## src/design/rss_pkg.sv

```systemverilog
// ----------------------------------------------------------------------------
// rss_pkg
// types, protocol constants and the crc-16 byte step for the sensor responder
// ----------------------------------------------------------------------------
package rss_pkg;

    typedef logic [7:0]         byte_t;
    typedef logic signed [15:0] reading_t;
    typedef logic [15:0]        crc_t;

    localparam crc_t  CRC_POLY      = 16'hA001;
    localparam crc_t  CRC_INIT      = 16'hFFFF;
    localparam byte_t BCAST_ADDR    = 8'hFE;
    localparam byte_t FN_READ       = 8'h03;
    localparam byte_t FN_WRITE_ADDR = 8'h06;
    localparam byte_t BYTE_COUNT    = 8'h04;
    localparam byte_t DEFAULT_ADDR  = 8'h20;
    localparam int    FIXED_LEN     = 9;

    // reply byte counter, 0 .. 8
    localparam int IDX_W = 4;
    typedef logic [IDX_W-1:0] idx_t;
    localparam idx_t LAST_IDX    = idx_t'(FIXED_LEN - 1);
    localparam idx_t CRC_LO_IDX  = idx_t'(7);
    localparam idx_t NEW_ADDR_IDX = idx_t'(6);

    typedef enum logic [1:0] {
        MODE_BCAST = 2'd0,
        MODE_READ  = 2'd1,
        MODE_ECHO  = 2'd2
    } mode_t;

    // reflected crc-16, one byte, eight shift steps
    function automatic crc_t crc_byte(input crc_t crc_in, input byte_t b);
        crc_t c;
        c = crc_in ^ {8'h00, b};
        for (int k = 0; k < 8; k++) begin
            if (c[0])
            begin
                c = (c >> 1) ^ CRC_POLY;
            end
            else
            begin
                c = c >> 1;
            end
        end
        return c;
    endfunction

endpackage

```

## src/design/rss_in_if.sv

```systemverilog
// ----------------------------------------------------------------------------
// rss_in_if
// receive channel: one frame byte per beat plus the sampled sensor readings
// ----------------------------------------------------------------------------
interface rss_in_if;
    import rss_pkg::*;

    logic     valid;
    logic     ready;
    byte_t    rx_byte;
    logic     frame_end;
    reading_t temperature_reading;
    reading_t conductivity_reading;

    modport source (
        output valid, rx_byte, frame_end, temperature_reading, conductivity_reading,
        input  ready
    );
    modport sink (
        input  valid, rx_byte, frame_end, temperature_reading, conductivity_reading,
        output ready
    );
endinterface

```

## src/design/rss_out_if.sv

```systemverilog
// ----------------------------------------------------------------------------
// rss_out_if
// transmit channel: one response byte per beat with a last-byte mark
// ----------------------------------------------------------------------------
interface rss_out_if;
    import rss_pkg::*;

    logic  valid;
    logic  ready;
    byte_t tx_byte;
    logic  tx_last;

    modport source (
        output valid, tx_byte, tx_last,
        input  ready
    );
    modport sink (
        input  valid, tx_byte, tx_last,
        output ready
    );
endinterface

```

## src/design/rs485_sensor_slave_responder.sv

```systemverilog
// ----------------------------------------------------------------------------
// rs485_sensor_slave_responder
// modbus-rtu style slave: checks the frame crc and answers with nine bytes
// ----------------------------------------------------------------------------
//  channel  dir  beat                                     accepted when
//  rx       in   rx_byte, frame_end, two sensor readings  rx.valid && rx.ready
//  tx       out  tx_byte, tx_last                         tx.valid && tx.ready
//  cfg      in   cfg_wdata (reset address)                cfg_we
//
// a received byte is written to the frame ram, while it has room, and folded
// into the crc in the same cycle. a frame end with a good crc and at least
// two bytes leads to the decode state; each reply byte then passes through
// fetch (ram read) and load (into the output register), and tx stalls
// stretch the load state. the frame ram needs no clearing after reset.
// the node address comes up as 0x20; the reset address register is itself
// reset to 0x20 first, so a value written there never reaches the node address.
// ----------------------------------------------------------------------------
module rs485_sensor_slave_responder #(
    parameter int MAX_FRAME = 16
) (
    input  logic                clk,
    input  logic                rst_n,
    rss_in_if.sink              rx,
    rss_out_if.source           tx,
    input  logic                cfg_we,
    input  rss_pkg::byte_t      cfg_wdata
);
    import rss_pkg::*;

    localparam int ADDR_W = $clog2(MAX_FRAME);
    localparam int LEN_W  = $clog2(MAX_FRAME + 1);
    localparam logic [LEN_W-1:0] LEN_MAX   = LEN_W'(MAX_FRAME);
    localparam logic [LEN_W-1:0] LEN_FIXED = LEN_W'(FIXED_LEN);
    localparam logic [LEN_W-1:0] LEN_MIN   = LEN_W'(2);

    typedef enum logic [3:0] {
        S_RX    = 4'b0001,
        S_DEC   = 4'b0010,
        S_FETCH = 4'b0100,
        S_LOAD  = 4'b1000
    } state_t;

    state_t           state_reg, state_next;
    logic [LEN_W-1:0] frame_len_reg, frame_len_next;
    logic [LEN_W-1:0] flen_reg, flen_next;
    crc_t             crc_reg, crc_next;
    crc_t             crc_tx_reg, crc_tx_next;
    byte_t            node_addr_reg, node_addr_next;
    byte_t            reset_addr_reg, reset_addr_next;
    logic             addr_load_reg, addr_load_next;
    byte_t            a0_reg, a0_next;
    byte_t            fn_reg, fn_next;
    reading_t         temp_reg, temp_next;
    reading_t         cond_reg, cond_next;
    mode_t            mode_reg, mode_next;
    idx_t             idx_reg, idx_next;
    logic             out_valid_reg, out_valid_next;
    byte_t            tx_byte_reg, tx_byte_next;
    logic             tx_last_reg, tx_last_next;

    logic             rx_acc;
    logic             ram_we;
    byte_t            ram_rdata;
    crc_t             crc_upd;
    logic [LEN_W-1:0] len_upd;
    logic             out_free;
    logic             load;
    byte_t            body_byte;

    rss_ram #(
        .WIDTH (8),
        .DEPTH (MAX_FRAME)
    ) u_frame_ram (
        .clk   (clk),
        .we    (ram_we),
        .waddr (frame_len_reg[ADDR_W-1:0]),
        .wdata (rx.rx_byte),
        .raddr (ADDR_W'(idx_reg)),
        .rdata (ram_rdata)
    );

    assign rx.ready   = (state_reg == S_RX);
    assign rx_acc     = rx.valid && rx.ready;
    assign ram_we     = rx_acc && (frame_len_reg < LEN_MAX);
    assign crc_upd    = crc_byte(crc_reg, rx.rx_byte);
    assign len_upd    = (frame_len_reg < LEN_MAX) ? frame_len_reg + 1'b1 : frame_len_reg;
    assign out_free   = !out_valid_reg || tx.ready;
    assign load       = (state_reg == S_LOAD) && out_free;

    assign tx.valid   = out_valid_reg;
    assign tx.tx_byte = tx_byte_reg;
    assign tx.tx_last = tx_last_reg;

    // reply byte for the current index
    always_comb
    begin
        body_byte = 8'h00;
        if (mode_reg == MODE_ECHO)
        begin
            body_byte = ram_rdata;
        end
        else
        begin
            case (idx_reg)
                4'd0:    body_byte = (mode_reg == MODE_BCAST) ? BCAST_ADDR : node_addr_reg;
                4'd1:    body_byte = FN_READ;
                4'd2:    body_byte = BYTE_COUNT;
                4'd3:    body_byte = (mode_reg == MODE_BCAST) ? node_addr_reg : temp_reg[15:8];
                4'd4:    body_byte = (mode_reg == MODE_BCAST) ? 8'h00 : temp_reg[7:0];
                4'd5:    body_byte = (mode_reg == MODE_BCAST) ? 8'h00 : cond_reg[15:8];
                4'd6:    body_byte = (mode_reg == MODE_BCAST) ? 8'h00 : cond_reg[7:0];
                4'd7:    body_byte = crc_tx_reg[7:0];
                default: body_byte = crc_tx_reg[15:8];
            endcase
        end
    end

    always_comb
    begin
        state_next      = state_reg;
        frame_len_next  = frame_len_reg;
        flen_next       = flen_reg;
        crc_next        = crc_reg;
        crc_tx_next     = crc_tx_reg;
        node_addr_next  = node_addr_reg;
        reset_addr_next = reset_addr_reg;
        addr_load_next  = 1'b0;
        a0_next         = a0_reg;
        fn_next         = fn_reg;
        temp_next       = temp_reg;
        cond_next       = cond_reg;
        mode_next       = mode_reg;
        idx_next        = idx_reg;
        out_valid_next  = out_valid_reg;
        tx_byte_next    = tx_byte_reg;
        tx_last_next    = tx_last_reg;

        if (cfg_we)
        begin
            reset_addr_next = cfg_wdata;
        end

        // first cycle out of reset takes the node address from the register
        if (addr_load_reg)
        begin
            node_addr_next = reset_addr_reg;
        end

        if (tx.ready)
        begin
            out_valid_next = 1'b0;
        end

        case (state_reg)
            S_RX:
            begin
                if (rx_acc)
                begin
                    if (frame_len_reg == '0)
                    begin
                        a0_next = rx.rx_byte;
                    end
                    if (frame_len_reg == LEN_W'(1))
                    begin
                        fn_next = rx.rx_byte;
                    end
                    if (rx.frame_end)
                    begin
                        temp_next      = rx.temperature_reading;
                        cond_next      = rx.conductivity_reading;
                        flen_next      = len_upd;
                        frame_len_next = '0;
                        crc_next       = CRC_INIT;
                        if (crc_upd == 16'h0000 && len_upd >= LEN_MIN)
                        begin
                            state_next = S_DEC;
                        end
                    end
                    else
                    begin
                        frame_len_next = len_upd;
                        crc_next       = crc_upd;
                    end
                end
            end
            S_DEC:
            begin
                idx_next    = '0;
                crc_tx_next = CRC_INIT;
                state_next  = S_RX;
                if (fn_reg == FN_READ)
                begin
                    if (a0_reg == BCAST_ADDR && flen_reg == LEN_FIXED)
                    begin
                        mode_next  = MODE_BCAST;
                        state_next = S_FETCH;
                    end
                    else if (a0_reg == node_addr_reg)
                    begin
                        mode_next  = MODE_READ;
                        state_next = S_FETCH;
                    end
                end
                else if (fn_reg == FN_WRITE_ADDR && a0_reg == node_addr_reg
                         && flen_reg == LEN_FIXED)
                begin
                    mode_next  = MODE_ECHO;
                    state_next = S_FETCH;
                end
            end
            S_FETCH:
            begin
                // ram read for idx is in flight
                state_next = S_LOAD;
            end
            S_LOAD:
            begin
                if (out_free)
                begin
                    out_valid_next = 1'b1;
                    tx_byte_next   = body_byte;
                    tx_last_next   = (idx_reg == LAST_IDX);
                    if (idx_reg < CRC_LO_IDX)
                    begin
                        crc_tx_next = crc_byte(crc_tx_reg, body_byte);
                    end
                    if (mode_reg == MODE_ECHO && idx_reg == NEW_ADDR_IDX)
                    begin
                        node_addr_next = ram_rdata;
                    end
                    if (idx_reg == LAST_IDX)
                    begin
                        state_next = S_RX;
                    end
                    else
                    begin
                        idx_next   = idx_reg + 1'b1;
                        state_next = S_FETCH;
                    end
                end
            end
            default:
            begin
                state_next = S_RX;
            end
        endcase
    end

    always_ff @(posedge clk or negedge rst_n)
    begin
        if (!rst_n)
        begin
            state_reg      <= S_RX;
            frame_len_reg  <= '0;
            crc_reg        <= CRC_INIT;
            node_addr_reg  <= DEFAULT_ADDR;
            reset_addr_reg <= DEFAULT_ADDR;
            addr_load_reg  <= 1'b1;
            idx_reg        <= '0;
            out_valid_reg  <= 1'b0;
        end
        else
        begin
            state_reg      <= state_next;
            frame_len_reg  <= frame_len_next;
            crc_reg        <= crc_next;
            node_addr_reg  <= node_addr_next;
            reset_addr_reg <= reset_addr_next;
            addr_load_reg  <= addr_load_next;
            idx_reg        <= idx_next;
            out_valid_reg  <= out_valid_next;
        end
    end

    always_ff @(posedge clk)
    begin
        flen_reg    <= flen_next;
        crc_tx_reg  <= crc_tx_next;
        a0_reg      <= a0_next;
        fn_reg      <= fn_next;
        temp_reg    <= temp_next;
        cond_reg    <= cond_next;
        mode_reg    <= mode_next;
        tx_byte_reg <= tx_byte_next;
        tx_last_reg <= tx_last_next;
    end

    // frame length never runs past the store
    a_len_bound: assert property (@(posedge clk) disable iff (!rst_n)
        frame_len_reg <= LEN_MAX)
        else $error("frame length beyond store depth");

    // a frame end with good crc and length goes to decode
    a_dec_entry: assert property (@(posedge clk) disable iff (!rst_n)
        rx_acc && rx.frame_end && crc_upd == 16'h0000 && len_upd >= LEN_MIN
        |=> state_reg == S_DEC)
        else $error("good frame end did not reach decode");

    // the reply counter stays within nine bytes while sending
    a_idx_bound: assert property (@(posedge clk) disable iff (!rst_n)
        (state_reg == S_FETCH || state_reg == S_LOAD) |-> idx_reg <= LAST_IDX)
        else $error("reply index out of range");

    // loading the ninth byte marks it last and frees the receiver
    a_last_load: assert property (@(posedge clk) disable iff (!rst_n)
        load && idx_reg == LAST_IDX |=> out_valid_reg && tx_last_reg && state_reg == S_RX)
        else $error("final reply byte not marked last");

    // no byte is taken while the reply is in the fetch or load state
    a_no_rx_in_reply: assert property (@(posedge clk) disable iff (!rst_n)
        (state_reg == S_FETCH || state_reg == S_LOAD) |-> !rx.ready)
        else $error("receiver open during reply");

endmodule

```

## src/design/rss_ram.sv

```systemverilog
// ----------------------------------------------------------------------------
// rss_ram
// generic single-write, single-read ram with registered read data
// ----------------------------------------------------------------------------
module rss_ram #(
    parameter int WIDTH = 8,
    parameter int DEPTH = 16
) (
    input  logic                     clk,
    input  logic                     we,
    input  logic [$clog2(DEPTH)-1:0] waddr,
    input  logic [WIDTH-1:0]         wdata,
    input  logic [$clog2(DEPTH)-1:0] raddr,
    output logic [WIDTH-1:0]         rdata
);

    logic [WIDTH-1:0] mem [DEPTH];
    logic [WIDTH-1:0] rdata_reg;

    always_ff @(posedge clk)
    begin
        if (we)
        begin
            mem[waddr] <= wdata;
        end
        rdata_reg <= mem[raddr];
    end

    assign rdata = rdata_reg;

endmodule
```

## src/flat_wrapper.sv

```systemverilog
// flat-port wrapper written by rule: the top's interface ports become plain ports
module rs485_sensor_slave_responder_flat import rss_pkg::*;
#(
    parameter int MAX_FRAME = 16
)
  (clk, rst_n, cfg_we, cfg_wdata, rx_valid, rx_rx_byte, rx_frame_end, rx_temperature_reading, rx_conductivity_reading, rx_ready, tx_valid, tx_tx_byte, tx_tx_last, tx_ready);
  rss_in_if rx_i ();
  rss_out_if tx_i ();
  input  logic clk;
  input  logic rst_n;
  input  logic cfg_we;
  input  rss_pkg::byte_t cfg_wdata;
  input wire logic [$bits(rx_i.valid)-1:0] rx_valid;
  input wire logic [$bits(rx_i.rx_byte)-1:0] rx_rx_byte;
  input wire logic [$bits(rx_i.frame_end)-1:0] rx_frame_end;
  input wire logic [$bits(rx_i.temperature_reading)-1:0] rx_temperature_reading;
  input wire logic [$bits(rx_i.conductivity_reading)-1:0] rx_conductivity_reading;
  output wire logic [$bits(rx_i.ready)-1:0] rx_ready;
  output wire logic [$bits(tx_i.valid)-1:0] tx_valid;
  output wire logic [$bits(tx_i.tx_byte)-1:0] tx_tx_byte;
  output wire logic [$bits(tx_i.tx_last)-1:0] tx_tx_last;
  input wire logic [$bits(tx_i.ready)-1:0] tx_ready;
  assign rx_i.valid = rx_valid;
  assign rx_i.rx_byte = rx_rx_byte;
  assign rx_i.frame_end = rx_frame_end;
  assign rx_i.temperature_reading = rx_temperature_reading;
  assign rx_i.conductivity_reading = rx_conductivity_reading;
  assign rx_ready = rx_i.ready;
  assign tx_valid = tx_i.valid;
  assign tx_tx_byte = tx_i.tx_byte;
  assign tx_tx_last = tx_i.tx_last;
  assign tx_i.ready = tx_ready;
  rs485_sensor_slave_responder #(.MAX_FRAME(MAX_FRAME)) u_core (.clk(clk), .rst_n(rst_n), .rx(rx_i), .tx(tx_i), .cfg_we(cfg_we), .cfg_wdata(cfg_wdata));
endmodule
```

## config.mk

```make
export PLATFORM = sky130hd
export DESIGN_NAME = rs485_sensor_slave_responder_flat
export DESIGN_NICKNAME = d
export VERILOG_FILES = /design/src/design/rss_pkg.sv /design/src/design/rss_in_if.sv /design/src/design/rss_out_if.sv /design/src/design/rs485_sensor_slave_responder.sv /design/src/design/rss_ram.sv /design/src/flat_wrapper.sv
export SDC_FILE = /design/constraint.sdc
export NUM_CORES = 1
export LEC_CHECK = 0
export ABC_AREA = 0
export BUFFER_PORTS_ARGS = -buffer_cell sky130_fd_sc_hd__buf_4
export CAP_MARGIN = 20
export CORE_MARGIN = 3
export CORE_UTILIZATION = 55
export DETAILED_ROUTE_END_ITERATION = 8
export GPL_ROUTABILITY_DRIVEN = 0
export PLACE_DENSITY_LB_ADDON = 0.12
export SETUP_SLACK_MARGIN = 0.3
export SLEW_MARGIN = 20
export SYNTH_ARGS = -nofsm -noshare
export SYNTH_HDL_FRONTEND = slang
export SYNTH_SLANG_ARGS = --single-unit
```

## constraint.sdc

```tcl
create_clock -name clk -period 3.7 [get_ports clk]
set_clock_uncertainty 0.1 [all_clocks]
set_input_delay 0 -clock clk [delete_from_list [all_inputs] [get_ports clk]]
set_output_delay 0 -clock clk [all_outputs]
set_load 0.05 [all_outputs]
```

==> metrics.md, run 1 <==
| Metric | Value |
|---|---|
| Kind of path behind the tightest hold check | in -> reg |
| Cell area after placement | 0.0121 mm2 |
| Required time of the worst setup path | 3.88 ns |
| DRC Markers | 0 |
| Capturing point of the worst reg2reg path | u_core.crc_tx_reg[0] |
| Clock buffer count from CTS | 27 |
| Count of different cell masters after synthesis | 74 |
| Fraction of synthesis flops using an asynchronous set or reset pin | 17.9% |
| Largest net degree at the start of global routing | 39 |
| Final Hold Violating Endpoints | 0 |
| Wire length of the first global-routing pass | 40300 um |
| Die Y-Extent | 149 um |
| Max-capacitance violation count | 0 |
| TritonCTS clock tree | built |
| Final setup violating endpoints | 0 |
| Most frequent standard cell in the layout excluding fill and tap cells | edfxtp_1 |
| Site Rows | 51 |
| Post-DR vias/cell | 5.91 |
| Sw Share | 27.2% |
| Reported net switching power | 2.18 mW |
| RSZ-0062 raised after global routing | yes |
| Detailed-route via count | 6845 |
| Post-synthesis register bit count | 263 |
| Leakage power | 4.83 nW |
| List of cells traversed by the critical path | inv_1 > ha_4 > nor4_4 > buf_4 > or2_1 > o2bb2ai_1 > a31oi_2 > xnor2_2 > xnor3_1 > xnor3_2 > xor3_1 > nand2_1 |
| Biggest fanout along the worst timing path | 10 |
| Slew Limit Headroom | 27.1% |
| Cell class contributing the biggest share of worst-path delay | XOR/XNOR gates |
| Run status | complete, no violations |
| Later-pin clock latency in the skew report | 0.54 ns |
| Cells on Worst Hold Path | 2 |
| Multiplexer share of the synthesized area | 10.0% |
| Starting utilization of the core area | 56.8% |
| Sum of net half-perimeters after detailed placement | 16900 um |
| Flip-flop cell with the highest count after synthesis | edfxtp_1 |
| Share of total power in combinational logic | 20.6% |
| Biggest area consumer among synthesized cells | edfxtp_1 |
| Synth Area in Compound Gates | 6.22% |
| Period utilization | 92.6% |
| Ratio of total power to cell area | 587 mW/mm2 |
| Number of standard cells after synthesis | 719 |
| Initial antenna violation count | 0 |
| Worst vdd rail ir drop | 0.554 mV |
| Worst slew pin tran | 1.08 ns |
| Min cycle time layout | 3.43 ns |
| Number of ports placed on the die boundary | 65 |
| Longest individual stage delay on the worst path | 0.46 ns |
| Horizontal extent of the die | 149 um |
| Kind of critical path | reg -> reg |
| Max frequency | 292 MHz |
| Final non-filler cell area | 0.0137 mm2 |
| Crit path capture type | flip-flop |
| Arithmetic-cell share of the synthesized area counting full adders, half adders and majority gates | 1.00% |
| Crit path buffers/inverters | 2 |
| Vias in the first global route | 7051 |
| Max FFs per register | 128 |
| Depth of the CTS H-tree | 1 |
| Worst endpoint data arrival time | 3.61 ns |
| Fin. max-slew vios | 0 |
| Master cell of the clock root buffer | clkbuf_16 |
| Largest cells by area after synthesis | edfxtp_1 (56%), mux4_2 (8.0%), dfrtp_1 (6.0%) |
| Buffers on Ports | 64 |
| Routed WL | 26100 um |
| Count of flip-flops with a built-in enable after synthesis | 208 |
| Register-to-Register Setup Slack | 0.27 ns |
| Synth Cell Area | 0.0112 mm2 |
| Initial DRC count | 706 |
| Worst Hold Launch | rx_conductivity_reading[14] |
| Yosys Warn Count | 0 |
| Combinational family with the most area after synthesis | multiplexers |
| # nets final | 936 |
| Seq/Total Area, Yosys | 67.9% |
| Worst reg2reg path depth | 12 |
| Register name with the most flops | u_core.u_frame_ram.mem |
| Ant. Diodes | 0 |
| Startpoint class of the critical path | flip-flop |
| Routed length per instance | 22.5 um |
| Xor and xnor fraction of the mapped netlist area | 4.53% |
| Clock net sink count | 263 |
| Most used cells in the layout excluding fill and tap cells | edfxtp_1 (208), buf_4 (97), dlygate4sd3_1 (61) |
| Average cell area after synthesis | 15.6 um2 |
| Die Outline Area | 0.0221 mm2 |
| Proportion of netlist area held by the largest area contributor | 55.7% |
| Total routing resource utilization after global routing | 23.8% |
| Internal power contribution | 5.85 mW |
| Number of iterations in the first detailed-routing pass | 6 |
| Syn nets | 782 |
| Final Hold Slack | 0.0819 ns |
| Total Negative Setup Slacks | 0 ns |
| Clock Path Buffers | 3 |
| Synthesized-area fraction occupied by and/or/nand/nor cells | 8.26% |
| Clock network power share | 32.2% |
| Sum of internal, switching and leakage power | 8.03 mW |
| Overall overflow remaining after global route | 0 |
| Area delta synth->final | 22.2% |
| Reg power frac | 47.2% |
| Library cell contributing the largest single delay on the critical path | xnor3_2 |
| Capture endpoint of the worst hold path | u_core.cond_reg[14] |
| Startpoint of the worst-slack reg-to-reg timing path | u_core.idx_reg[1] |
| Floorplan core area | 0.0197 mm2 |
| Fraction of layout instances using a drive strength above 1 | 26.8% |
| Clock transition at the register clock pins on the worst setup and hold paths after CTS | 0.06 ns |
| Post-route antenna net violation count | 0 |
per-layer routing:
layer | share of wire [%] | up-vias | track usage [%]
met4 | 2.5 | 0 | 6.32
met3 | 7.6 | 60 | 4.10
li1 | - | 3046 | -
met2 | 49 | 274 | 39.4
met5 | 0 | - | 0
met1 | 41 | 3465 | 33.5
metrics by stage:
step	instances	util, %	setup slack (ns)
after global placement	1042	61.3	0.390
after CTS	1153	68.9	0.300
after global routing	1158	69.4	0.187
after floorplan	719	-	0.313
final	1158	69.4	0.274
after detailed placement	1042	61.3	0.214
cell usage after synthesis (all sizes together) (15+ instances only):
| cell | count |
|---|---|
| xor2 | 21 |
| mux4 | 40 |
| dfrtp | 27 |
| nand3 | 15 |
| edfxtp | 208 |
| nor2 | 38 |
| clkbuf | 20 |
| dfstp | 20 |
| nand2 | 60 |
| nor3 | 15 |
| inv | 19 |
| xnor2 | 29 |
| o21ai | 34 |
power groups by stage:
stage          logic (mW)  clock network, mW  registers [mW]
2_1_floorplan        1.11                  0            3.76
3_3_place_gp         1.46                  0            3.83
3_5_place_dp         1.49                  0            3.84
4_1_cts              1.57               2.64            3.78
5_1_grt              1.79               2.77            3.82
6_report             1.65               2.59            3.79
repair_timing:
action / 4_1_cts / 5_1_grt
hold endpoints to repair: 249 / 0
gates resized for setup: 3 / 12
setup buffers: 0 / 5
pin swaps: 1 / 6
hold buffers: 62 / 0
setup endpoints to repair: 3 / 5
worst max-delay path by stage:
stage / cells after the start / start / to
finish: 12 / u_core.idx_reg[1] / u_core.crc_tx_reg[0]
global route: 12 / u_core.idx_reg[0] / u_core.crc_tx_reg[0]
CTS: 10 / u_core.idx_reg[1] / u_core.crc_tx_reg[0]
detailed placement: 10 / u_core.idx_reg[1] / u_core.crc_tx_reg[0]
global placement: 11 / u_core.idx_reg[0] / u_core.crc_tx_reg[0]
floorplan: 13 / u_core.idx_reg[0] / u_core.crc_tx_reg[0]
cell families (layout without fill, tap and decap cells):
kind of cell | after synthesis | count (layout)
flops | 263 | 263
simple gates | 180 | 180
compound gates | 99 | 99
mux | 61 | 61
xor+xnor | 53 | 53
buf+inv | 53 | 227
fa+ha+maj | 9 | 9
other cells | 1 | 1
layout make-up:
type	count	area [um2]
inverter	19	71.3
clock buffer	32	694
tap	265	332
fill	1336	6030
timing repair buffer	159	1360
clock inverter	17	150
multi-input combinational	403	3470
sequential	263	7610
Note: power is estimated with default switching activity, not from simulation.
==> run 2: changes to the inputs <==
Settings changed: BUFFER_PORTS_ARGS -buffer_cell sky130_fd_sc_hd__buf_4 to default, CORE_ASPECT_RATIO from default to 0.6, CORE_UTILIZATION 55 to 57, DONT_BUFFER_PORTS from default to 1.
Clock period 3.7 ns to 2.9 ns, I/O delays scaled along.
==> metrics.md, run 2 (synthesis gave the netlist of run 1 again) <==
| Metric | Value |
|---|---|
| Run status | finished with violations |
| Violated checks | setup timing |
| Detailed-route via count | 7241 (+5.8%) |
| Biggest fanout along the worst timing path | 6 (-4) |
| Register-to-Register Setup Slack | -0.41 ns (-0.69 ns) |
| DP Worst Slack | -0.444 ns (-0.658 ns) |
| Startpoint of the worst-slack reg-to-reg timing path | u_core.idx_reg[1] |
| Total Negative Setup Slacks | -1.85 ns (-1.85 ns) |
| Crit path buffers/inverters | 3 (+1) |
| Most used cells in the layout excluding fill and tap cells | edfxtp_1 (208), buf_4 (96), dlygate4sd3_1 (76) |
| Cell count after placement | 1031 (-1.1%) |
| Worst endpoint data arrival time | 3.46 ns (-0.15 ns) |
| Number of ports placed on the die boundary | 65 (unchanged) |
| Vias in the first global route | 7113 (+0.88%) |
| Worst slew pin tran | 0.942 ns (-0.136 ns) |
| Storage element area | 0.00761 mm2 (about the same) |
| Routed WL | 28700 um (+10%) |
| Kind of critical path | reg -> reg |
| Clock buffer count from CTS | 24 (-11%) |
| Fraction of layout instances using a drive strength above 1 | 32.9% (+6.1 points) |
| Number of iterations in the first detailed-routing pass | 6 (unchanged) |
| Number of fillers in the final layout | 1118 (-16%) |
| Wire length of the first global-routing pass | 43500 um (+8.1%) |
| Initial DRC count | 902 (+28%) |
| Period utilization | 114% (+22 points) |
| Crit path capture type | flip-flop |
| Post-DR vias/cell | 6.09 (+3.0%) |
| Overall overflow remaining after global route | 0 (unchanged) |
| Cell class contributing the biggest share of worst-path delay | XOR/XNOR gates |
| RSZ-0062 raised after global routing | yes |
| Die Y-Extent | 115 um (-23%) |
| Worst reg2reg path depth | 12 (unchanged) |
| Largest net degree at the start of global routing | 34 (-13%) |
| Final Hold Slack | 0.0176 ns (-0.0642 ns) |
| Site Rows | 39 (-24%) |
| Register name with the most flops | u_core.u_frame_ram.mem |
| Longest individual stage delay on the worst path | 0.47 ns (about the same) |
| End point of the critical path | u_core.crc_tx_reg[0] |
| Clock transition at the register clock pins on the worst setup and hold paths after CTS | 0.07 ns (about the same) |
| Max-capacitance violation count | 0 (unchanged) |
| Leakage power | 5.16 nW (+6.8%) |
| Clock Path Buffers | 3 (unchanged) |
| Horizontal extent of the die | 187 um (+26%) |
| DRC Markers | 0 (unchanged) |
| Cell occurring most often along the worst timing path | buf_4 |
| Startpoint class of the critical path | flip-flop |
| Post-route antenna net violation count | 0 (unchanged) |
| # nets final | 967 (+3.3%) |
| Capturing point of the worst reg2reg path | u_core.crc_tx_reg[0] |
| Max frequency | 302 MHz (+3.5%) |
| List of cells traversed by the critical path | buf_6 > ha_2 > buf_4 > and3b_2 > buf_4 > a2bb2oi_1 > nand4_1 > a22oi_2 > xnor3_1 > xnor3_2 > xor3_1 > nand2_1 |
| Buffers on Ports | 0 (-100%) |
| Kind of path behind the tightest hold check | in -> reg |
| Beginning of the critical path | u_core.idx_reg[1] |
| Max FFs per register | 128 (unchanged) |
| TritonCTS clock tree | built |
| Initial antenna violation count | 2 (+2) |
| Final setup violating endpoints | 7 (+7) |
| Depth of the CTS H-tree | 1 (unchanged) |
| Most frequent standard cell in the layout excluding fill and tap cells | edfxtp_1 |
| Ratio of total power to cell area | 794 mW/mm2 (+35%) |
| Area delta synth->final | 29.0% |
| Final Hold Violating Endpoints | 0 (unchanged) |
| Floorplan core area | 0.0192 mm2 (-2.7%) |
| Path length in cells of the critical path | 12 (unchanged) |
| Area occupied by multi-input gates | 0.00383 mm2 (+10%) |
| Die Outline Area | 0.0214 mm2 (-3.1%) |
| Final core occ | 75.4% (+5.9 points) |
| Final standard cell count with taps included and fillers excluded | 1189 (+2.7%) |
| Library cell contributing the largest single delay on the critical path | xnor3_2 |
| Worst vdd rail ir drop | 0.890 mV (+61%) |
| Sum of net half-perimeters after detailed placement | 17900 um (+6.1%) |
| Required time of the worst setup path | 3.05 ns (-0.83 ns) |
| Master cell of the clock root buffer | clkbuf_16 |
| Total routing resource utilization after global routing | 27.0% (+3.1 points) |
| Clock net sink count | 263 (unchanged) |
| Fin worst setup slack | -0.411 ns (-0.685 ns) |
| Routed length per instance | 24.2 um (+7.2%) |
| Fin. max-slew vios | 0 (unchanged) |
| Worst Hold Launch | rx_temperature_reading[10] |
| Slew Limit Headroom | 37.0% (+9.9 points) |
| Later-pin clock latency in the skew report | 0.53 ns (about the same) |
| Min cycle time layout | 3.31 ns (-0.115 ns) |
| Starting utilization of the core area | 58.4% (+1.6 points) |
==> run 2: worst min path at each step <==
stage	end	slack, ns	depth (start not counted)
2_1_floorplan	u_core.frame_len_reg[0]	-0.40	0
3_3_place_gp	u_core.reset_addr_reg[1]	-0.39	0
3_5_place_dp	u_core.reset_addr_reg[4]	-0.39	0
4_1_cts	u_core.cond_reg[6]	0.0007	1
5_1_grt	u_core.temp_reg[10]	0.02	1
6_report	u_core.temp_reg[10]	0.02	1
==> run 2: area by class of cell <==
class	count	area share [%]
diodes	1	0.0173
repair buffers	193	12.4
clock inverters	16	1.23
inverters	19	0.528
flip-flops and latches	263	52.6
clock buffers	28	4.46
multi-input cells	403	26.5
well taps	266	2.30
==> run 2: per-stage QoR <==
stage          total power, mW  area [um2]
2_1_floorplan             6.29       11500
3_3_place_gp              6.95       12200
3_5_place_dp              7.00       12200
4_1_cts                   10.7       14200
5_1_grt                   11.9       14500
6_report                  11.5       14500
==> run 2: metal layers <==
layer / global-route usage [%] / part of all wire, % / up-vias
met4: 4.88 / 1.9 / 0
met1: 43.1 / 45 / 3668
met3: 5.23 / 9.3 / 55
met5: 0 / 0 / -
met2: 39.4 / 44 / 392
li1: - / - / 3126
==> run 2: what timing repair did <==
action | CTS | global route
hold endpoints to repair | 271 | 5
resized for setup | 30 | 30
setup endpoints to repair | 14 | 44
buffers inserted | 19 | 10
pin swaps | 30 | 18
hold buffers | 79 | 5
==> run 2: power breakdown <==
part           switching, mW  total (mW)  internal, mW
clock                   1.41        3.29          1.88
combinational           1.58        3.34          1.75
sequential             0.272        4.85          4.58
